[config.mk]
export PLATFORM = sky130hd
export DESIGN_NAME = descending_selection_sorter
export DESIGN_NICKNAME = d
export VERILOG_FILES = /design/src/dss_pkg.sv /design/src/descending_selection_sorter.sv /design/src/dss_cell.sv /design/src/dss_ctrl.sv
export VERILOG_INCLUDE_DIRS = /design/src /design/src/src
export SDC_FILE = /design/constraint.sdc
export NUM_CORES = 2
export LEC_CHECK = 0
export BUFFER_PORTS_ARGS = -buffer_cell sky130_fd_sc_hd__buf_4
export CORE_UTILIZATION = 59
export DETAILED_ROUTE_END_ITERATION = 10
export HOLD_SLACK_MARGIN = 0.1
export PLACE_DENSITY = 0.78
export RECOVER_POWER = 50
export SLEW_MARGIN = 10
export SYNTH_ARGS = -nofsm -noshare
export SYNTH_HDL_FRONTEND = slang
export SYNTH_SLANG_ARGS = --single-unit
[constraint.sdc]
create_clock -name aclk -period 6.37 [get_ports aclk]
set_clock_uncertainty 0.05 [all_clocks]
set_input_delay 0.9555 -clock aclk [delete_from_list [all_inputs] [get_ports aclk]]
set_output_delay 0.9555 -clock aclk [all_outputs]
set_load 0.02 [all_outputs]
[src/assert_macros.svh]
// Assertion macros for the RTL of the descending selection sorter (its top level).
// Every macro samples on the rising edge of aclk and is disabled while aresetn is low.
`ifndef ASSERT_MACROS_SVH
`define ASSERT_MACROS_SVH

// Check a plain condition on every clock edge outside reset.
`define ASSERT_ALWAYS(label, cond, msg) \
    label: assert property (@(posedge aclk) disable iff (!aresetn) (cond)) else $error(msg);

// Check that a trigger on one edge implies a condition on the next edge.
`define ASSERT_NEXT(label, trig, cond, msg) \
    label: assert property (@(posedge aclk) disable iff (!aresetn) (trig) |=> (cond)) \
        else $error(msg);

`endif

[src/dss_pkg.sv]
// Package for the descending selection sorter: beat types and the control struct.
// Used by dss_cell, dss_ctrl and descending_selection_sorter; depends on nothing.
`timescale 1ns / 1ps

package dss_pkg;

    localparam int VALUE_W = 32;

    // Input beat
    typedef struct packed {
        logic signed [VALUE_W-1:0] sample;
        logic                      final_req;
    } dss_in_t;

    // Result beat
    typedef struct packed {
        logic signed [VALUE_W-1:0] sorted_value;
        logic                      end_of_run;
        logic                      overflow;
    } dss_out_t;

    // Commands from the controller to every cell
    typedef struct packed {
        logic load;   // insert the new value into the chain
        logic shift;  // move every value one cell toward the head
    } dss_ctrl_t;

    // Status of the current result beat
    typedef struct packed {
        logic end_of_run;
        logic overflow;
    } dss_stat_t;

endpackage

[src/descending_selection_sorter.sv]
// Descending sorter: the top level joining the controller and the chain of cells.
// Depends on dss_pkg, dss_cell, dss_ctrl and assert_macros.svh.
//
// Usage: the s_ channel takes one signed 32-bit sample per beat; final_req marks the
// last beat of a block. Samples are inserted into a chain of DEPTH cells that keeps
// them in descending order, one sample per cycle while s_ready is high. Samples
// beyond DEPTH are dropped and every result of that block carries overflow.
// After the final beat, s_ready falls and the m_ channel presents the sorted values,
// largest first, one beat per cycle, from the head cell of the chain; end_of_run
// marks the last. The first result is valid the cycle after the final beat.
// The single chain either loads or drains, never both at once. When the receiver
// stalls the head value holds until taken. s_ready rises again the cycle after the
// end_of_run beat. Synchronous reset (aresetn low) empties the chain and returns to
// loading.
`timescale 1ns / 1ps
`include "assert_macros.svh"

module descending_selection_sorter #(
    parameter int DEPTH = 16
) (
    input  logic              aclk,
    input  logic              aresetn,
    input  logic              s_valid,
    output logic              s_ready,
    input  dss_pkg::dss_in_t  s_data,
    output logic              m_valid,
    input  logic              m_ready,
    output dss_pkg::dss_out_t m_data
);
    import dss_pkg::*;

    localparam int CNT_W = $clog2(DEPTH + 1);

    dss_ctrl_t                 ctl;
    dss_stat_t                 stat;
    logic [CNT_W-1:0]          count;
    logic signed [VALUE_W-1:0] cell_value [DEPTH];
    logic                      cell_disp  [DEPTH];
    logic signed [VALUE_W-1:0] prev_value [DEPTH];
    logic                      prev_disp  [DEPTH];
    logic signed [VALUE_W-1:0] next_value [DEPTH];

    dss_ctrl #(
        .DEPTH (DEPTH),
        .CNT_W (CNT_W)
    ) u_ctrl (
        .aclk    (aclk),
        .aresetn (aresetn),
        .s_valid (s_valid),
        .s_final (s_data.final_req),
        .s_ready (s_ready),
        .m_valid (m_valid),
        .m_ready (m_ready),
        .ctl     (ctl),
        .count   (count),
        .stat    (stat)
    );

    // Build the chain; the head has no upper neighbor and the tail no lower one
    for (genvar i = 0; i < DEPTH; i++) begin : g_cell
        if (i == 0) begin : g_head
            assign prev_value[i] = cell_value[i];
            assign prev_disp[i]  = 1'b0;
        end else begin : g_body
            assign prev_value[i] = cell_value[i-1];
            assign prev_disp[i]  = cell_disp[i-1];
        end
        if (i == DEPTH - 1) begin : g_tail
            assign next_value[i] = cell_value[i];
        end else begin : g_link
            assign next_value[i] = cell_value[i+1];
        end

        dss_cell #(
            .INDEX (i),
            .CNT_W (CNT_W)
        ) u_cell (
            .aclk       (aclk),
            .ctl        (ctl),
            .count      (count),
            .new_value  (s_data.sample),
            .prev_value (prev_value[i]),
            .prev_disp  (prev_disp[i]),
            .next_value (next_value[i]),
            .value      (cell_value[i]),
            .disp       (cell_disp[i])
        );
    end

    // Present the head of the chain
    assign m_data.sorted_value = cell_value[0];
    assign m_data.end_of_run   = stat.end_of_run;
    assign m_data.overflow     = stat.overflow;

    `ASSERT_ALWAYS(a_phase_excl, !(s_ready && m_valid), "load and drain overlap")
    `ASSERT_NEXT(a_final_drains, s_valid && s_ready && s_data.final_req, m_valid,
        "final beat did not start the drain")
    `ASSERT_NEXT(a_descending, m_valid && m_ready && !m_data.end_of_run,
        m_data.sorted_value <= $past(m_data.sorted_value), "results not descending")
    `ASSERT_NEXT(a_end_reloads, m_valid && m_ready && m_data.end_of_run, s_ready,
        "no return to loading after end of run")

endmodule

[src/dss_cell.sv]
// One cell of the sorting chain: holds one value, kept in descending order along the chain.
// Depends on dss_pkg.
`timescale 1ns / 1ps

module dss_cell #(
    parameter int INDEX = 0,
    parameter int CNT_W = 5
) (
    input  logic                                aclk,
    input  dss_pkg::dss_ctrl_t                  ctl,
    input  logic [CNT_W-1:0]                    count,
    input  logic signed [dss_pkg::VALUE_W-1:0]  new_value,
    input  logic signed [dss_pkg::VALUE_W-1:0]  prev_value,
    input  logic                                prev_disp,
    input  logic signed [dss_pkg::VALUE_W-1:0]  next_value,
    output logic signed [dss_pkg::VALUE_W-1:0]  value,
    output logic                                disp
);
    import dss_pkg::*;

    logic signed [VALUE_W-1:0] value_reg;
    logic signed [VALUE_W-1:0] value_next;
    logic                      empty;

    // An empty cell ranks below every value
    assign empty = (count <= CNT_W'(INDEX));

    // Displace the held value when the new one beats it strictly
    assign disp = ctl.load && (empty || (new_value > value_reg));

    // Take the upper neighbor's value if it moves down, else the new value; drain upward
    always_comb begin
        if (disp) begin
            value_next = prev_disp ? prev_value : new_value;
        end else if (ctl.shift) begin
            value_next = next_value;
        end else begin
            value_next = value_reg;
        end
    end

    always_ff @(posedge aclk) begin
        value_reg <= value_next;
    end

    assign value = value_reg;

endmodule

[src/dss_ctrl.sv]
// Controller of the sorter: load and drain phases, entry count and overflow flag.
// Depends on dss_pkg.
`timescale 1ns / 1ps

module dss_ctrl #(
    parameter int DEPTH = 16,
    parameter int CNT_W = 5
) (
    input  logic               aclk,
    input  logic               aresetn,
    input  logic               s_valid,
    input  logic               s_final,
    output logic               s_ready,
    output logic               m_valid,
    input  logic               m_ready,
    output dss_pkg::dss_ctrl_t ctl,
    output logic [CNT_W-1:0]   count,
    output dss_pkg::dss_stat_t stat
);
    import dss_pkg::*;

    typedef enum logic {
        ST_LOAD,
        ST_DRAIN
    } state_t;

    state_t           state_reg, state_next;
    logic [CNT_W-1:0] count_reg, count_next;
    logic             dropped_reg, dropped_next;
    logic             in_fire;
    logic             out_fire;
    logic             room;

    assign s_ready  = (state_reg == ST_LOAD);
    assign m_valid  = (state_reg == ST_DRAIN);
    assign in_fire  = s_valid && s_ready;
    assign out_fire = m_valid && m_ready;
    assign room     = (count_reg < CNT_W'(DEPTH));

    assign ctl.load  = in_fire && room;
    assign ctl.shift = out_fire;

    // Count stored values on load, flag dropped samples, count down on drain, reset at the end of a run
    always_comb begin
        state_next   = state_reg;
        count_next   = count_reg;
        dropped_next = dropped_reg;
        case (state_reg)
            ST_LOAD: begin
                if (in_fire) begin
                    if (room) begin
                        count_next = count_reg + CNT_W'(1);
                    end else begin
                        dropped_next = 1'b1;
                    end
                    if (s_final) begin
                        state_next = ST_DRAIN;
                    end
                end
            end
            ST_DRAIN: begin
                if (out_fire) begin
                    if (count_reg == CNT_W'(1)) begin
                        state_next   = ST_LOAD;
                        count_next   = '0;
                        dropped_next = 1'b0;
                    end else begin
                        count_next = count_reg - CNT_W'(1);
                    end
                end
            end
            default: begin
                state_next = ST_LOAD;
            end
        endcase
    end

    always_ff @(posedge aclk) begin
        if (!aresetn) begin
            state_reg   <= ST_LOAD;
            count_reg   <= '0;
            dropped_reg <= 1'b0;
        end else begin
            state_reg   <= state_next;
            count_reg   <= count_next;
            dropped_reg <= dropped_next;
        end
    end

    assign count           = count_reg;
    assign stat.end_of_run = (count_reg == CNT_W'(1));
    assign stat.overflow   = dropped_reg;

endmodule
# Word-level counts from Yosys, hierarchy flattened
# Cells that the tools add are included.
# totals
regBits,519
latch_bits,0
ramBits,0
rom_bits,0
input_bits,37
output_inout_bits,36
n_memories,0
# classes
add_sub_neg,2
mul,0
n_div,0
magnitude_cmp,33
n_eq_ne,6
shift,0
n_mux,60
bitwise_logic,1
n_reduce_logical,52
# ops
op,n
2-to-1 mux 32 bit,45
greater-than comparator 32 bit,16
less-or-equal comparator 5 x 4 -> 1 bit (second input constant),8
nonzero test 2 bit,15
less-or-equal comparator 5 x 3 -> 1 bit (second input constant),4
2-to-1 mux 5 bit,4
logical AND 1 bit,19
logical OR 1 bit,16
less-or-equal comparator 5 x 1 -> 1 bit (second input constant),2
less-or-equal comparator 5 x 2 -> 1 bit (second input constant),2
!= test 2 bit (second input constant),5
one-hot mux 5 bit (2 select lines),1
2-to-1 mux 1 bit,8
adder 5 x 1 -> 5 bit (second input constant),1
equality test 5 x 1 -> 1 bit (second input constant),1
less-than comparator 5 bit (second input constant),1
subtractor 5 x 1 -> 5 bit (second input constant),1
one-hot mux 1 bit (2 select lines),2
AND reduction 4 bit,1
AND reduction 3 bit,1
inverter 1 bit,1

# Depth between registers and ports, before layout
# depth
ltp_word,6
depth_mapped,13
mapped_depth_nobuf,10

# Cells and area by module
# From an unflattened synthesis, not the netlist that was laid out.
# unflattened
cells_unflattened,3691
area_unflattened_um2,44004.7
# modules_own_cells
mod,n_inst,cells_each,area_each_um2
dss_cell (g_cell[0].u_cell ...),4,228,2696.3
dss_cell (g_cell[10].u_cell ...),2,223,2720.1
dss_cell (g_cell[11].u_cell ...),2,222,2712.6
dss_cell (g_cell[7].u_cell),1,263,2909.0
dss_cell (g_cell[15].u_cell),1,226,2736.4
dss_cell (g_cell[8].u_cell),1,225,2727.6
dss_cell (g_cell[9].u_cell),1,223,2717.6
dss_cell (g_cell[14].u_cell),1,222,2716.4
dss_cell (g_cell[13].u_cell),1,222,2713.9
dss_cell (g_cell[5].u_cell),1,228,2695.1
dss_cell (g_cell[1].u_cell),1,224,2678.8
dss_ctrl,1,55,455.4
descending_selection_sorter,1,1,3.8

# Worst setup path after synthesis
# OpenSTA, ideal clock, no wires.
# synth_timing
kind,input port to flip-flop
start,input s_data[1] in the netlist's numbering
end,register g_cell[7].u_cell.value_reg[0] (enable)
setup_time_ps,466
t_arrival_ps,5468
slack_ps,386
cell_stages,12
path_cell_list,inv_1 -> ha_1 -> nor2b_1 -> o211ai_2 -> a2111oi_1 -> o311a_1 -> or4b_1 -> buf_2 -> and2_1 -> buf_6 -> clkbuf_1 -> o21ai_0
# synth_between
elab_chain_len,4
# synth_lines
element,line_no,text
start: declaration,descending_selection_sorter.sv:25,"input dss_pkg::dss_in_t s_data,"
greater-than comparator 32 bit,dss_cell.sv:29,assign disp = ctl.load && (empty || (new_value > value_reg));
logical OR 1 bit,dss_cell.sv:29,
logical AND 1 bit,dss_cell.sv:29,
nonzero test 2 bit (no source line),-,
end signal: assignment,dss_cell.sv:43,value_reg <= value_next;
end: declaration,dss_cell.sv:21,logic signed [VALUE_W-1:0] value_reg;
# No other way between the ends.
# A chain may end at the register's enable or synchronous reset.

# Worst setup path after layout
# layout_timing
start,input s_data[1] in the netlist's numbering
end,register g_cell[15].u_cell.value_reg[5] (enable)
# layout_between
elab_chain_len,3
# layout_lines
element,line_no,text
greater-than comparator 32 bit,dss_cell.sv:29,
logical OR 1 bit,dss_cell.sv:29,
logical AND 1 bit,dss_cell.sv:29,
via g_cell[15].u_cell.disp,dss_cell.sv:17,output logic disp
end signal: assignment,dss_cell.sv:43,
end: declaration,dss_cell.sv:21,
# The timed path passes the listed nets, and every way through them passes these cells.

==> metrics.md <==
| Metric | Value |
|---|---|
| Delay of the slowest critical-path stage | about 2100 ps |
| # nets final | between 4,000 and 5,000 |
| Clock Sinks | between 500 and 600 |
| CTS tree | built |
| Die ar. | roughly 68,000 sq um |
| Setup TNS | 0 ps |
| Synth Area in XOR/XNOR | 0% |
| Relative slew slack | -84.9% |
| Mapped Cells | approximately 4,100 |
| Mux contribution to synthesized area | 12.1% |
| Global-route wire length before repair | 155,000 um |
| Pleak | around 19 nW |
| Post-Syn Nets | 4,694 |
| Setup bufs post-CTS | 0 |
| Number of max-cap violations | 13 |
| Mapped Avg Cell Area | 9.55 sq um |
| Synth top area cells | edfxtp_1 (39%), ha_1 (16%), mux2i_1 (10%), a21oi_1 (6.4%), inv_1 (4.9%) |
| Ys flop type | edfxtp_1 |
| ANT cells | 0 |
| Chip width | ~260 um |
| Antenna violations before repair | 1 |
| WS Path Type | in -> reg |
| Post-synth ARST share | 0% |
| HPWL Detailed | about 74,000 um |
| Dpl ws | about 1300 ps |
| Max FFs per register | roughly 510 |
| DRT antenna net count | 0 |
| Synth top area share | roughly 39% |
| Worst-Margin Slew | 2770 ps |
| CTS Buffer Depth | 3 |
| TritonCTS Buffers | 58 |
| Fin. max-slew vios | approximately 490 |
| WL/cell | about 20 um |
| CTS hold repair buffers | 0 |
| Total global-route track usage | 28.5% |
| Final min period | ~5400 ps |
| Iteration-0 DRC count of the detailed router | between 2,000 and 3,000 |
| H-tree depth | 2 |
| Violated checks | DRC, capacitance limit, slew limit |
| CP arrival | ~5600 ps |
| Worst path required time | ~6600 ps |
| GP Congestion | a little over 0.9 |
| YS warnings | 0 |
| Count of different cell masters after synthesis | 78 |
| Worst-skew pair later-pin latency | 630 ps |
| Vias | about 31,000 |
| GRT Residual Overflow | 0 |
| Share of post-route cells with drive strength above 1 | roughly 6.1% |
| Commonest cells in the netlist | ha_1 (517), inv_1 (516), edfxtp_1 (512), a21oi_1 (502), mux2i_1 (404) |
| Largest net degree at the start of global routing | roughly 100 |
| Root Driver | clkbuf_16 |
| Routed WL | slightly below 100,000 um |
| Initial Utilization | 59.9% |
| Critical Path Sink Type | flip-flop |
| Final Cycle Share | 84.8% |
| Synthesized-area fraction occupied by adder cells | 16.4% |
| Vert. Die Dim | 261 um |
| Startpoint Class | input pin |
| Core area | 66,000 sq um |
| Vias in the first global route | 29,700 |
| Total chip power | between 10 and 15 mW |
| Status | complete, but fails checks |
| Layout area overhead | 6.93% |
| Crit-path cells | buf_4 > inv_1 > ha_1 > nor2b_1 > o21ai_0 > nand2b_1 > a21oi_1 > o21ai_0 > a211o_1 > a21oi_1 > a21oi_1 > clkbuf_1 |
| Most frequent cell after synthesis | ha_1 |
| Synthesis-stage register bit count | 519 |
| Synthesized cell area | roughly 40,000 sq um |
| RSZ-0062 raised after global routing | no |
| Buffers added on ports | about 70 |
| Pwr per Cell Area | about 310 nW/um^2 |
| Residual DRC | 10 |
| Cell mode on critical path | a21oi_1 |
| Worst Slack Setup Final | approximately 970 ps |
| # IOs | 73 |
| Area leader, netlist | edfxtp_1 |
| FMAX | roughly 190 MHz |
| Drt pass-1 iters | 9 |
| Row count | between 90 and 100 |
| Worst-path clk slew | around 60 ps |
| Setup violations, final | 0 |
| Highest fanout seen on the critical path | 21 |
| Min-Delay Path Class | reg -> reg |
| Via/cell ratio | 6.11 |
| Maximum vdd drop | roughly 260 uV |
| Largest family of logic cells by synthesized area | adder cells |
| CTS resizes | 0 |
| Critical-path top delay cell | a21oi_1 |
| EDFF count, synth | approximately 500 |
| Area fraction in compound gates after synthesis | between 10% and 20% |
| Post-Synth Simple-Gate Area | 10.2% |
| Sequential share of the synthesized area | 39.3% |
| Final hold vios | 0 |
placed cells by master (no fill, tap or decap), types with 4 or more instances in the layout:
master	instances
o31a_1	5
o211ai_1	19
nand3_1	62
mux2_1	4
clkinv_2	14
a21oi_1	502
a21boi_0	8
nor4b_1	4
dfxtp_1	7
a31oi_1	38
a32oi_1	4
bufinv_16	4
or3_1	4
inv_1	516
a21o_1	43
o21ai_0	242
mux2_2	59
clkbuf_1	67
o21a_1	15
nand4_1	106
nand2_1	241
clkbuf_16	59
nor2b_1	31
and2_1	4
buf_4	79
and4_1	9
o221ai_1	31
and3_1	7
edfxtp_1	512
nand2b_1	17
nor4_1	16
mux2i_1	404
a211oi_1	19
ha_1	517
a211o_1	4
clkinv_1	14
o31ai_1	10
nor2_4	4
nor3_1	15
nor2_1	342
metal layers:
metal / wire length, um / GRT usage, %
met1: 42000 / 37.0
met3: 5560 / 3.21
met2: 46100 / 48.2
met5: 0 / 0
met4: 3970 / 11.9
metrics by stage:
| stage | utilization [%] | std cells | area [sq um] | hold slack, ps |
|---|---|---|---|---|
| after detailed placement | 61.8 | 4897 | 40700 | 427 |
| after CTS | 64.5 | 5006 | 42500 | 441 |
| after global placement | 61.8 | 4897 | 40700 | 424 |
| after global routing | 64.0 | 5006 | 42300 | 466 |
| after floorplan | - | 4140 | 39500 | 408 |
| final | 64.0 | 5006 | 42300 | 437 |
area by class of cell:
| class | count | area (sq um) |
|---|---|---|
| clock buffer | 76 | 1540 |
| clock inverter | 33 | 251 |
| fill | 5364 | 23700 |
| inverter | 516 | 1940 |
| multi-input combinational | 2866 | 21100 |
| sequential | 519 | 15500 |
| tap | 864 | 1080 |
| timing repair buffer | 132 | 811 |
logic make-up (layout without fill, tap and decap cells):
logic type,Yosys count,after routing
compound gates,993,993
fa+ha+maj,517,517
buf+inv,755,757
flops,519,519
mux,468,468
simple gates,888,888
worst paths after layout:
path	to	slack, ps	cells past startpoint	startpoint
setup / recovery	g_cell[15].u_cell.value[5]	970	12	s_data[1]
hold / removal	u_ctrl.dropped_reg	440	2	u_ctrl.dropped_reg
setup reg to reg	g_cell[12].u_cell.value[25]	1450	10	g_cell[12].u_cell.value[14]
hold reg to reg	u_ctrl.dropped_reg	440	2	u_ctrl.dropped_reg
power by group:
group          total [mW]  leakage [nW]  switching (mW)  internal (mW)
Clock                3.27         0.885            1.42           1.85
Combinational        4.37          13.2            2.68           1.69
Sequential           5.28          4.99           0.495           4.79
Total                12.9          19.1            4.60           8.33
critical path: cells and delay by family:
family	cells	cell delay [ps]
buffers and inverters	3	1270
AOI/OAI and AO/OA	6	2780
adders and majority gates	1	400
and+or+nand+nor	2	180
Power figures use the tool's default switching activity.
